`config.mk`:
```
export PLATFORM = sky130hd
export DESIGN_NAME = fat12ccf_ctrl
export DESIGN_NICKNAME = d
export VERILOG_FILES = /design/src/hw/rtl/fat12ccf_pkg.sv /design/src/hw/rtl/fat12ccf_ctrl.sv
export SDC_FILE = /design/constraint.sdc
export NUM_CORES = 1
export LEC_CHECK = 0
export BUFFER_PORTS_ARGS = -buffer_cell sky130_fd_sc_hd__buf_2
export CAP_MARGIN = 20
export CORE_AREA = 3 3 40 42
export CTS_CLUSTER_DIAMETER = 120
export DETAILED_ROUTE_END_ITERATION = 16
export DIE_AREA = 0 0 43 45
export GPL_TIMING_DRIVEN = 0
export HOLD_SLACK_MARGIN = 0.08
export MAX_ROUTING_LAYER = met4
export PLACE_DENSITY = 0.62
export SYNTH_ARGS = -nofsm -noshare
export SYNTH_HDL_FRONTEND = slang
export SYNTH_SLANG_ARGS = --single-unit
```
`constraint.sdc`:
```
create_clock -name clk -period 1.9 [get_ports clk]
set_clock_uncertainty 0.05 [all_clocks]
set_input_delay 0.095 -clock clk [delete_from_list [all_inputs] [get_ports clk]]
set_output_delay 0.095 -clock clk [all_outputs]
set_load 0.01 [all_outputs]
```
`src/hw/rtl/fat12ccf_pkg.sv`:
```
// ----------------------------------------------------------------------------
// fat12ccf_pkg: shared types and constants
// Command and status codes, and the control and status bundles that pass
// between the chain follower's controller and datapath.
// ----------------------------------------------------------------------------
`default_nettype none

package fat12ccf_pkg;

	localparam int unsigned ADDR_W    = 13;
	localparam int unsigned CLUSTER_W = 12;
	localparam int unsigned CMD_W     = 2;
	localparam int unsigned STATUS_W  = 2;

	localparam logic [ADDR_W-1:0] TABLE_LENGTH_RST = 13'd6144;

	localparam logic [CMD_W-1:0] CMD_WRITE   = 2'd0;
	localparam logic [CMD_W-1:0] CMD_START   = 2'd1;
	localparam logic [CMD_W-1:0] CMD_ADVANCE = 2'd2;
	localparam logic [CMD_W-1:0] CMD_UNUSED  = 2'd3;

	localparam logic [STATUS_W-1:0] ST_CONTINUE = 2'd0;
	localparam logic [STATUS_W-1:0] ST_END      = 2'd1;
	localparam logic [STATUS_W-1:0] ST_BEYOND   = 2'd2;
	localparam logic [STATUS_W-1:0] ST_WRITTEN  = 2'd3;

	// Successors from 0xFF8 upward mark the end of a chain.
	localparam logic [8:0] EOC_PREFIX = 9'h1FF;
	localparam logic [7:0] LOW_NIBBLE  = 8'h0F;
	localparam logic [7:0] HIGH_NIBBLE = 8'hF0;

	typedef enum logic [1:0] {
		RK_WRITE,
		RK_BEYOND,
		RK_LOOKUP
	} res_kind_t;

	typedef struct packed {
		logic      mem_we;
		logic      ld_addr;
		logic      rd_en;
		logic      rd_second;
		logic      cap_byte0;
		logic      ld_out;
		res_kind_t kind;
	} dp_cmd_t;

	typedef struct packed {
		logic beyond;
		logic out_free;
	} dp_stat_t;

endpackage

`default_nettype wire

```
`src/hw/rtl/fat12ccf_ctrl.sv`:
```
// ----------------------------------------------------------------------------
// fat12ccf_ctrl: command sequencer
// Accepts one command at a time and steps the datapath through the write, or
// the range check and the two byte reads, and then the result transfer.
// ----------------------------------------------------------------------------
`default_nettype none

module fat12ccf_ctrl
	import fat12ccf_pkg::*;
(
	input  wire logic             clk,
	input  wire logic             arst_n,
	input  wire logic             s_tvalid,
	input  wire logic [CMD_W-1:0] s_cmd,
	output logic                  s_tready,
	input  wire dp_stat_t         stat,
	output dp_cmd_t               cmd
);

	typedef enum logic [1:0] {
		S_IDLE,
		S_RD0,
		S_RD1,
		S_RESP
	} state_t;

	state_t    state_q, state_d;
	res_kind_t kind_q, kind_d;

	always_comb begin
		state_d       = state_q;
		kind_d        = kind_q;
		s_tready      = 1'b0;
		cmd.mem_we    = 1'b0;
		cmd.ld_addr   = 1'b0;
		cmd.rd_en     = 1'b0;
		cmd.rd_second = 1'b0;
		cmd.cap_byte0 = 1'b0;
		cmd.ld_out    = 1'b0;
		cmd.kind      = kind_q;
		unique case (state_q)
			S_IDLE: begin
				s_tready = 1'b1;
				if (s_tvalid) begin
					priority if (s_cmd == CMD_WRITE) begin
						cmd.mem_we = 1'b1;
						kind_d     = RK_WRITE;
						state_d    = S_RESP;
					end else if (s_cmd == CMD_START || s_cmd == CMD_ADVANCE) begin
						cmd.ld_addr = 1'b1;
						state_d     = S_RD0;
					end else begin
						state_d = S_IDLE;
					end
				end
			end
			S_RD0: begin
				if (stat.beyond) begin
					kind_d  = RK_BEYOND;
					state_d = S_RESP;
				end else begin
					cmd.rd_en = 1'b1;
					state_d   = S_RD1;
				end
			end
			S_RD1: begin
				cmd.rd_en     = 1'b1;
				cmd.rd_second = 1'b1;
				cmd.cap_byte0 = 1'b1;
				kind_d        = RK_LOOKUP;
				state_d       = S_RESP;
			end
			S_RESP: begin
				if (stat.out_free) begin
					cmd.ld_out = 1'b1;
					state_d    = S_IDLE;
				end
			end
			default: state_d = S_IDLE;
		endcase
	end

	always_ff @(posedge clk or negedge arst_n) begin
		if (!arst_n) begin
			state_q <= S_IDLE;
			kind_q  <= RK_WRITE;
		end else begin
			state_q <= state_d;
			kind_q  <= kind_d;
		end
	end

endmodule

`default_nettype wire

```
* After elaboration in Yosys (flattened, before gate mapping)
Index checks and enable logic that the tools add are counted.
Storage, ports and cells: memory bits (writable) 0, bits in latches 0, register bits after elaboration 4, logic and storage cells 38, output and inout bits 9, memories kept 0, bits in read-only memories 0
Cells by class: muxes and demuxes 21, add/sub/neg operators 0, reductions and logical operators 6, bitwise gates (word level) 0, divide/modulo/power cells 0, shift-type cells 0, order comparisons 0, equal/unequal tests 9, multipliers 0
Operator list (count):
- 2-bit 2-to-1 mux | 9
- 1-bit 2-to-1 mux | 9
- 2-bit != test (second input constant) | 4
- 2-bit one-hot mux with 4 select lines | 1
- 2-bit == test (second input constant) | 3
- 2-bit one-hot mux with 3 select lines | 1
- 2-bit by 1-bit == test with 1-bit output (second input constant) | 2
- 2-bit zero test | 2
- 4-bit AND reduction | 1
- 3-bit nonzero test | 1
- 1-bit one-hot mux with 2 select lines | 1
- 2-bit AND reduction | 1
- 1-bit logical OR | 1

* Logic depth before layout (Yosys ltp)
Gate-level depths: netlist of the first run.
depth in word-level cells 6, depth in mapped cells 5, depth with buffers taken out 5

* Worst setup path before layout of the first run
No wires, ideal clock.
path kind register to register, start reg state_q[1], end reg kind_q[0], arrival 1.466 ns, data required time 1.722 ns, setup slack 0.256 ns, stages on the path, launching flop included 6, path buffers 0, cell sequence dfrtp_1 inv_1 ha_1 nor2_2 a211oi_2 mux2_1
Between the ends: word-level cells in the longest chain between the ends 3
Ends and longest elaborated chain:
- start: declaration | RTL line fat12ccf_ctrl.sv:27 | state_t state_q, state_d;
- start signal: assignment | RTL line fat12ccf_ctrl.sv:88 | state_q <= state_d;
- 2-bit by 1-bit == test with 1-bit output (tied with other cells) | RTL line fat12ccf_ctrl.sv:41 | unique case (state_q)
- 2-bit != test (no source line) / 3-bit nonzero test (equally long branches)
- 4-bit AND reduction (no source line)
- end signal: assignment | RTL line fat12ccf_ctrl.sv:89 | kind_q <= kind_d;
- end: declaration | RTL line fat12ccf_ctrl.sv:28 | res_kind_t kind_q, kind_d;
Parallel ways exist; a longest one is shown, timed or not. A chain may end at the register's enable or synchronous reset.

* Final worst setup path of the first run
start reg state_q[1], end reg kind_q[1]
The elaborated chain is that of the path after synthesis.

==> results of run 1 <==
==> flip-flops by register name, summed over array words and instances (netlist names) <==
signal,cells
kind_q,2
state_q,2
==> path summary, 6_finish.rpt <==
path | end | startpoint | slack (ns)
setup / recovery | kind_q[1] | state_q[1] | 0.16
hold / removal | state_q[0] | arst_n | 0.14
setup reg to reg | kind_q[1] | state_q[1] | 0.16
hold reg to reg | kind_q[1] | kind_q[1] | 0.43
max in group asynchronous | state_q[1] | arst_n | 1.54
min in group clk | state_q[1] | s_tvalid | 0.15
==> cell usage in the layout, fill, tap and decap left out <==
cell	n
dfrtp_1	4
and2_1	1
a21oi_1	1
o21ai_0	1
mux2_1	3
ha_1	7
buf_2	15
nor2_2	1
and3_2	2
clkbuf_4	3
dlygate4sd3_1	1
o22a_1	1
inv_1	5
a31oi_1	2
nand2_1	2
buf_4	2
nor2b_1	2
a211oi_1	1
a211oi_2	1
o21a_1	1
==> logic make-up after synthesis <==
group	Yosys count
DFF	4
muxes	3
adders and majority gates	7
AOI/OAI and AO/OA	8
and+or+nand+nor	8
buffers and inverters	7
==> area by class of cell <==
cell class | instances | share of cell area (%)
multi-input cells | 26 | 46.7
flip-flops and latches | 4 | 20.5
repair buffers | 16 | 17.4
clock buffers | 3 | 4.62
inverters | 5 | 3.85
well taps | 15 | 3.85
plain buffers | 2 | 3.08
==> cells in the mapped netlist <==
library cell  number  share of area [%]
a211oi_1           1                2.1
nand2_1            2                2.1
a31oi_1            2                3.5
ha_1               7                 24
and2_1             1                1.7
a211oi_2           1                3.5
o21ai_0            1                1.4
nor2_2             1                1.7
and3_2             2                4.2
o22a_1             1                2.4
buf_4              2                4.2
inv_1              5                5.2
mux2_1             3                9.3
nor2b_1            2                3.5
o21a_1             1                2.1
a21oi_1            1                1.4
dfrtp_1            4                 28
==> stage by stage <==
stage	cell area, µm²	instances
2_1_floorplan	362	37
3_3_place_gp	455	67
3_5_place_dp	455	67
4_1_cts	488	71
5_1_grt	488	71
6_report	488	71
==> critical path, stage by stage, from the launching register on <==
cell	delay (ns)
dfrtp_1	0.41
inv_1	0.13
ha_1	0.35
nor2_2	0.07
a211oi_2	0.27
mux2_1	0.35
==> power by group through the flow <==
stage	Combinational (mW)	Sequential, mW	Clock [mW]
global placement	0.499	0.165	0
global route	0.564	0.173	0.111
CTS	0.509	0.166	0.107
finish	0.494	0.165	0.103
floorplan	0.363	0.166	0
detailed placement	0.505	0.167	0
==> what timing repair did <==
| item | in CTS | in global routing |
|---|---|---|
| hold buffers | 1 | 0 |
| endpoints found under the setup margin | 0 | 0 |
| endpoints found under the hold margin | 4 | 0 |
==> layer usage <==
metal / part of all wire [%] / GRT usage, % / wire (µm) / vias up
met4: 0 / 5.42 / 0 / 0
met1: 40 / 9.27 / 273 / 156
li1: - / - / - / 164
met2: 53 / 13.5 / 358 / 6
met5: 0 / - / 0 / -
met3: 6.5 / 3.59 / 44 / 0
==> run_results.csv, run 1 <==
group,metric,value,unit
die,core-area,1280,µm²
sta,rsz0062_at_grt,"false",
power_and_ir_drop,total_power,0.762,mW
power_and_ir_drop,switching_power,0.311,mW
final_layout,multi_input_area,228,µm²
sta,setup_viol_count_final,0,
placement,pre_cts_ws,0.133,ns
die,die_w,43,µm
clocking,cts_sinks,4,
power_and_ir_drop,seq_power_share,21.7,%
worst_setup_path,worstRegToRegCells,5,
clocking,clockRootBuffer,"clkbuf_4",
route,first_iter_violations,3,
global_route,grt_overflow,0,
clocking,cts_tree,"yes",
sta,relSlewSlack,79.8,%
worst_setup_path,worstPathMaxFanout,9,
final_layout,drive_gt1_share,42.9,%
sta,post-route-period-util,91.7,%
synthesis,synth-xor-area-share,0,%
clocking,cts-htree-levels,1,
final_layout,final_util,38.0,%
final_layout,seq_area,100,µm²
worst_setup_path,cp_data_arrival_time,1.80,ns
worst_setup_path,critPathLaunchType,"flop",
placement,port_buffers,15,
route,wirelength,675,µm
final_layout,fillerInstances,142,
route,post_drt_via_cell_ratio,4.59,
power_and_ir_drop,swShare,40.8,%
global_route,antenna_found_initial,0,
outcome,outcome,"completed",
clocking,clock_path_buffers,2,
route,wl_per_cell,9.51,µm
sta,fin_hold_ws,0.145,ns
power_and_ir_drop,powerDensity,1560,nW/µm²
die,core.rowCount,13,
power_and_ir_drop,p_comb_share,64.8,%
route,antenna_left,0,
sta,fin_ws,0.158,ns
global_route,grt_max_degree,10,
final_layout,area_growth,34.9,%
die,dieArea,1940,µm²
power_and_ir_drop,leakagePower,0.279,nW
power_and_ir_drop,vdd_ir_drop_max,417,µV
global_route,grt_pass1_vias,304,
die,initial_core_util,28.1,%
sta,fin_crit,1.74,ns
worst_setup_path,crit_required,1.96,ns
worst_setup_path,critPathKind,"flop to flop",
synthesis,synth_fa_ha_area_share,24.2,%
clocking,numCtsBuffers,3,
route,first_pass_iters,2,
min_path,hold_class,"input port to async pin",
synthesis,synth_compound_area_share,16.3,%
run,cap_violations,0,
global_route,grt_pass1_wl,1180,µm
clocking,clk_latency,0.23,ns
die,io_pins,16,
route,vias,326,
sta,maxSlewViolCount,0,
synthesis,synth_seq_cells,4,
die,die_h,45,µm
sta,hold_viol_final,0,
synthesis,yosys.area_share.simple,13.1,%
synthesis,syn_area_per_cell,9.77,µm²
route,drcViolationCount,0,
sta,fin_tns_setup,0,ns
synthesis,muxShareOfSynthArea,9.34,%
synthesis,synth_area,362,µm²
sta,max_freq,574,MHz
global_route,grt_util_all_layers,8.70,%
placement,gp_congestion,0.698,
power_and_ir_drop,intPower,0.451,mW
synthesis,synth_cell_types,17,
synthesis,seq_area_frac_synth,27.7,%
final_layout,n_antenna_cell,0,
sta,tightest_slew,0.303,ns
power_and_ir_drop,pwr-share-clk,13.5,%
worst_setup_path,crit_path_end_kind,"flop",
clocking,postCtsSetupBuffers,0,
synthesis,synthCells,37,
final_layout,fin_nets,72,
clocking,clk_pin_slew,0.04,ns
clocking,cts_resized,0,
placement,dpl.hpwl,581,µm
synthesis,syn-num-nets,51,
synthesis,yosysWarnings,0,
synthesis,synth_top_family_by_area,"adder cells",
Power figures use the tool's default switching activity.
==> run 2, diff against run 1 <==
--- a/config.mk
+++ b/config.mk
@@ -7,6 +7,8 @@
 export LEC_CHECK = 0
 export BUFFER_PORTS_ARGS = -buffer_cell sky130_fd_sc_hd__buf_2
 export CAP_MARGIN = 20
+export CELL_PAD_IN_SITES_DETAIL_PLACEMENT = 0
+export CELL_PAD_IN_SITES_GLOBAL_PLACEMENT = 1
 export CORE_AREA = 3 3 40 42
 export CTS_CLUSTER_DIAMETER = 120
 export DETAILED_ROUTE_END_ITERATION = 16
@@ -14,7 +16,9 @@
 export GPL_TIMING_DRIVEN = 0
 export HOLD_SLACK_MARGIN = 0.08
 export MAX_ROUTING_LAYER = met4
-export PLACE_DENSITY = 0.62
+export PLACE_DENSITY = 0.76
+export REMOVE_ABC_BUFFERS = 1
+export SETUP_SLACK_MARGIN = 0.15
 export SYNTH_ARGS = -nofsm -noshare
 export SYNTH_HDL_FRONTEND = slang
 export SYNTH_SLANG_ARGS = --single-unit
==> run 2 against run 1 <==
Worst setup slack gained 0.098 ns. Core utilization shrank 0.19 points. Hold slack lost 0.0082 ns. Critical endpoint unchanged. Global-route usage shrank 0.10 points. Sequential cell count is the same. Critical path depth is the same. Clock power is essentially flat. Sequential share of layout area grew 0.11 points.
==> run_results.csv, run 2 (synthesis results as in run 1) <==
group,metric,value,unit
clocking,clock_path_buffers,2,
final_layout,mostFrequentLayoutCells,"buf_2, ha_1, inv_1, dfrtp_1",
final_layout,fillerInstances,127,
worst_setup_path,path_buf_inv,1,
sta,setup_viol_count_final,0,
final_layout,n_antenna_cell,0,
sta,relSlewSlack,82.2,%
power_and_ir_drop,vdd_ir_drop_max,674,µV
route,vias,310,
die,initial_core_util,28.1,%
global_route,grt_pass1_vias,306,
sta,fin_ws,0.255,ns
worst_setup_path,crit_chain,"inv_1, ha_4, nor2_2, a211oi_2, mux2_1",
clocking,cts_tree,"yes",
clocking,numCtsBuffers,3,
outcome,outcome,"completed",
route,first_pass_iters,3,
power_and_ir_drop,leakagePower,0.269,nW
worst_setup_path,slowest_delay,0.42,ns
final_layout,layout_commonest_cell,"buf_2",
die,core.rowCount,13,
final_layout,postLayoutCellArea,485,µm²
worst_setup_path,critPathKind,"flop to flop",
global_route,grt_pass1_wl,1170,µm
route,wirelength,685,µm
sta,hold_viol_final,0,
worst_setup_path,crit_slowest_cell,"dfrtp_1",
route,antenna_left,0,
clocking,cts-htree-levels,1,
clocking,cts_sinks,4,
die,die_w,43,µm
global_route,grt_overflow,0,
sta,fin_hold_ws,0.136,ns
worst_setup_path,critPathLaunchType,"flop",
die,io_pins,16,
route,post_drt_via_cell_ratio,4.49,
sta,post-route-period-util,86.6,%
sta,tightest_slew,0.266,ns
clocking,clk_latency,0.23,ns
placement,pre_cts_ws,0.113,ns
placement,gp_congestion,0.699,
final_layout,drive_gt1_share,42.6,%
final_layout,stdcell_count,69,
final_layout,final_util,37.8,%
sta,max_freq,608,MHz
global_route,antenna_found_initial,0,
final_layout,reg.largest.list,"kind_q: 2 flops, state_q: 2 flops",
sta,fin_tns_setup,0,ns
placement,dpl.cell_count,65,
final_layout,fin_nets,70,
clocking,clk_pin_slew,0.04,ns
worst_setup_path,path_delay_family,"flip-flops",
route,drcViolationCount,0,
worst_setup_path,crit_required,1.96,ns
sta,rsz0062_at_grt,"false",
die,die_h,45,µm
sta,fin_crit,1.64,ns
die,dieArea,1940,µm²
worst_setup_path,cp_data_arrival_time,1.70,ns
power_and_ir_drop,total_power,0.774,mW
clocking,postCtsSetupBuffers,0,
worst_setup_path,rrSetupSlack,0.26,ns
placement,placed_cell_area,440,µm²
global_route,grt_util_all_layers,8.60,%
power_and_ir_drop,powerDensity,1590,nW/µm²
sta,maxSlewViolCount,0,
min_path,hold_class,"input port to flop",
run,cap_violations,0,
route,first_iter_violations,3,
die,core-area,1280,µm²
placement,port_buffers,15,
worst_setup_path,worstPathMaxFanout,5,
worst_setup_path,crit_path_end_kind,"flop",
placement,dpl.hpwl,594,µm
clocking,clockRootBuffer,"clkbuf_4",
global_route,grt_max_degree,10,
route,wl_per_cell,9.93,µm
final_layout,area_growth,34.3,%
[run 2: cell types whose count changed in the layout (fill, tap and decap cells not counted)]
cell / change
buf_4: -2
ha_1: -1
ha_4: +1
[run 2: worst paths after layout]
path	depth (start not counted)	to	startpoint
max	5	kind_q[1]	state_q[0]
min in group asynchronous	2	state_q[1]	arst_n
min reg2reg	1	kind_q[1]	kind_q[1]
max in group asynchronous	2	kind_q[1]	arst_n
min	3	state_q[1]	s_tvalid
max reg2reg	5	kind_q[1]	state_q[0]
[run 2: layout make-up]
type / count / area, µm² / area share, %
repair buffers: 16 / 85.1 / 17.5
clock buffers: 3 / 22.5 / 4.64
multi-input cells: 26 / 240 / 49.5
flip-flops and latches: 4 / 100 / 20.6
well taps: 15 / 18.8 / 3.87
inverters: 5 / 18.8 / 3.87
[run 2: repair_timing]
action,4_1_cts,5_1_grt
hold endpoints to repair,4,0
hold buffers,1,0
gates resized for setup,1,1
endpoints found under the setup margin,2,2
[run 2: layer usage]
layer,wire length [µm],vias to the layer above,part of all wire (%),track usage [%]
met3,32,2,4.7,3.59
li1,-,162,-,-
met1,284,140,41,9.22
met4,6,0,0.88,5.42
met5,0,-,0,-
met2,361,6,53,13.2
[run 2: worst reg2reg max path: stages (launching register included)]
cell	delay, ns
dfrtp_1	0.42
inv_1	0.12
ha_4	0.28
nor2_2	0.04
a211oi_2	0.27
mux2_1	0.35
[run 2: where the power goes]
part / leakage, nW / switching, mW / total (mW) / internal, mW
combinational: 0.206 / 0.253 / 0.506 / 0.253
clock: 0.0138 / 0.0321 / 0.103 / 0.0704
sequential: 0.0490 / 0.0360 / 0.165 / 0.129
total: 0.269 / 0.321 / 0.774 / 0.453
==> run 3, diff against run 2 <==
--- a/config.mk
+++ b/config.mk
@@ -13,7 +13,7 @@
 export CTS_CLUSTER_DIAMETER = 120
 export DETAILED_ROUTE_END_ITERATION = 16
 export DIE_AREA = 0 0 43 45
-export GPL_TIMING_DRIVEN = 0
+export GPL_TIMING_DRIVEN = 1
 export HOLD_SLACK_MARGIN = 0.08
 export MAX_ROUTING_LAYER = met4
 export PLACE_DENSITY = 0.76
==> run 3 against run 2 <==
Die area unchanged. Wire length up 1.2%. Largest cell class unchanged. Worst setup slack better by 0.026 ns.
==> run_results.csv, run 3 (synthesis results as in run 1) <==
group,metric,value,unit
outcome,outcome,"completed",
sta,post-route-period-util,85.2,%
clocking,numCtsBuffers,3,
power_and_ir_drop,powerDensity,1590,nW/µm²
global_route,antenna_found_initial,0,
placement,port_buffers,15,
worst_setup_path,worstPathMaxFanout,4,
die,core.rowCount,13,
worst_setup_path,crit_required,1.75,ns
power_and_ir_drop,seq_power_share,20.9,%
sta,hold_viol_final,0,
placement,dpl.hpwl,574,µm
power_and_ir_drop,swShare,41.4,%
sta,fin_ws,0.282,ns
global_route,grt_util_all_layers,8.93,%
worst_setup_path,critPathLaunchType,"flop",
global_route,grt_most_used_layer,"met2",
global_route,grt_max_degree,10,
worst_setup_path,crit_path_start,"state_q[1]",
power_and_ir_drop,pwr-share-clk,13.8,%
final_layout,mostFrequentLayoutCells,"buf_2, ha_1, inv_1, dfrtp_1",
sta,rsz0062_at_grt,"true",
route,wl_per_cell,10.0,µm
worst_setup_path,cp_data_arrival_time,1.47,ns
clocking,clk_pin_slew,0.04,ns
global_route,grt_pass1_wl,1230,µm
final_layout,n_antenna_cell,0,
route,first_iter_violations,1,
placement,pre_cts_ws,0.181,ns
final_layout,area_growth,34.3,%
clocking,clk_latency,0.24,ns
placement,gp_congestion,0.767,
die,io_pins,16,
sta,maxSlewViolCount,0,
sta,fin_crit,1.62,ns
final_layout,drive_gt1_share,42.6,%
die,die_h,45,µm
route,wirelength,693,µm
worst_setup_path,r2r-start,"state_q[1]",
clocking,postCtsSetupBuffers,0,
sta,setup_viol_count_final,0,
worst_setup_path,r2r-end,"kind_q[0]",
sta,max_freq,618,MHz
global_route,grt.met3_usage,4.78,%
final_layout,final_util,37.8,%
final_layout,layout_commonest_cell,"buf_2",
route,post_drt_via_cell_ratio,4.32,
die,dieArea,1940,µm²
clocking,cts_sinks,4,
final_layout,fin_nets,70,
sta,tightest_slew,0.289,ns
worst_setup_path,rrSetupSlack,0.30,ns
sta,relSlewSlack,80.7,%
clocking,cts_tree,"yes",
worst_setup_path,worstRegToRegCells,5,
die,die_w,43,µm
route,antenna_left,0,
power_and_ir_drop,p_comb_share,65.3,%
sta,fin_tns_setup,0,ns
worst_setup_path,critPathKind,"flop to primary output",
final_layout,reg.largest.list,"kind_q: 2 flops, state_q: 2 flops",
global_route,use_met1,9.93,%
power_and_ir_drop,intPower,0.453,mW
clocking,clock_path_buffers,2,
die,core-area,1280,µm²
global_route,grt_pass1_vias,299,
clocking,clockRootBuffer,"clkbuf_4",
global_route,gr-usage-met2,13.5,%
power_and_ir_drop,switching_power,0.320,mW
clocking,cts-htree-levels,1,
run,cap_violations,0,
worst_setup_path,crit_path_end_kind,"primary output",
min_path,hold_class,"input port to async pin",
power_and_ir_drop,vdd_ir_drop_max,656,µV
route,drcViolationCount,0,
power_and_ir_drop,leakagePower,0.269,nW
global_route,grt_overflow,0,
die,initial_core_util,28.1,%
route,vias,298,
route,first_pass_iters,4,
==> run 3: how the worst max path moves through the flow <==
stage / to / slack [ns] / cells after the start
floorplan: kind_q[1] / 0.26 / 5
global placement: kind_q[1] / 0.18 / 5
detailed placement: kind_q[0] / 0.18 / 5
CTS: kind_q[0] / 0.17 / 5
global route: cmd[5] / 0.12 / 5
finish: cmd[5] / 0.28 / 5
==> run 3: layout make-up <==
cell class	count	area [µm²]
clock buffer	3	22.5
fill	132	800
inverter	5	18.8
multi-input combinational	26	240
sequential	4	100
tap	15	18.8
timing repair buffer	16	85.1
==> run 3: stage by stage <==
stage | area [µm²] | hold WS (ns) | cells | total power [mW]
2_1_floorplan | 347 | -0.251 | 35 | 0.501
3_3_place_gp | 440 | -0.148 | 65 | 0.652
3_5_place_dp | 440 | -0.147 | 65 | 0.637
4_1_cts | 473 | 0.130 | 69 | 0.752
5_1_grt | 485 | 0.147 | 69 | 0.868
6_report | 485 | 0.136 | 69 | 0.773
==> run 3: routing by layer <==
layer  vias to the layer above  wire length, µm
met5                         -                0
met4                         0                7
met3                         2               46
met2                         8              361
met1                       129              279
li1                        159                -
==> run 3: worst max-delay path, stage by stage, from the launching register on <==
cell,delay (ns)
dfrtp_1,0.40
inv_1,0.16
ha_1,0.21
nor2b_1,0.21
o21a_1,0.13
buf_2,0.12
==> run 3: power groups by stage <==
stage | clock (mW) | sequential, mW | combinational (mW)
after detailed placement | 0 | 0.165 | 0.472
after global routing | 0.124 | 0.169 | 0.575
after CTS | 0.111 | 0.163 | 0.477
after floorplan | 0 | 0.166 | 0.334
after global placement | 0 | 0.164 | 0.488
final | 0.106 | 0.162 | 0.505
==> run 3: timing repair <==
item                       CTS  global route
hold buffers                 1             0
resized for setup            0             2
setup endpoints to repair    0             2
hold endpoints to repair     4             0
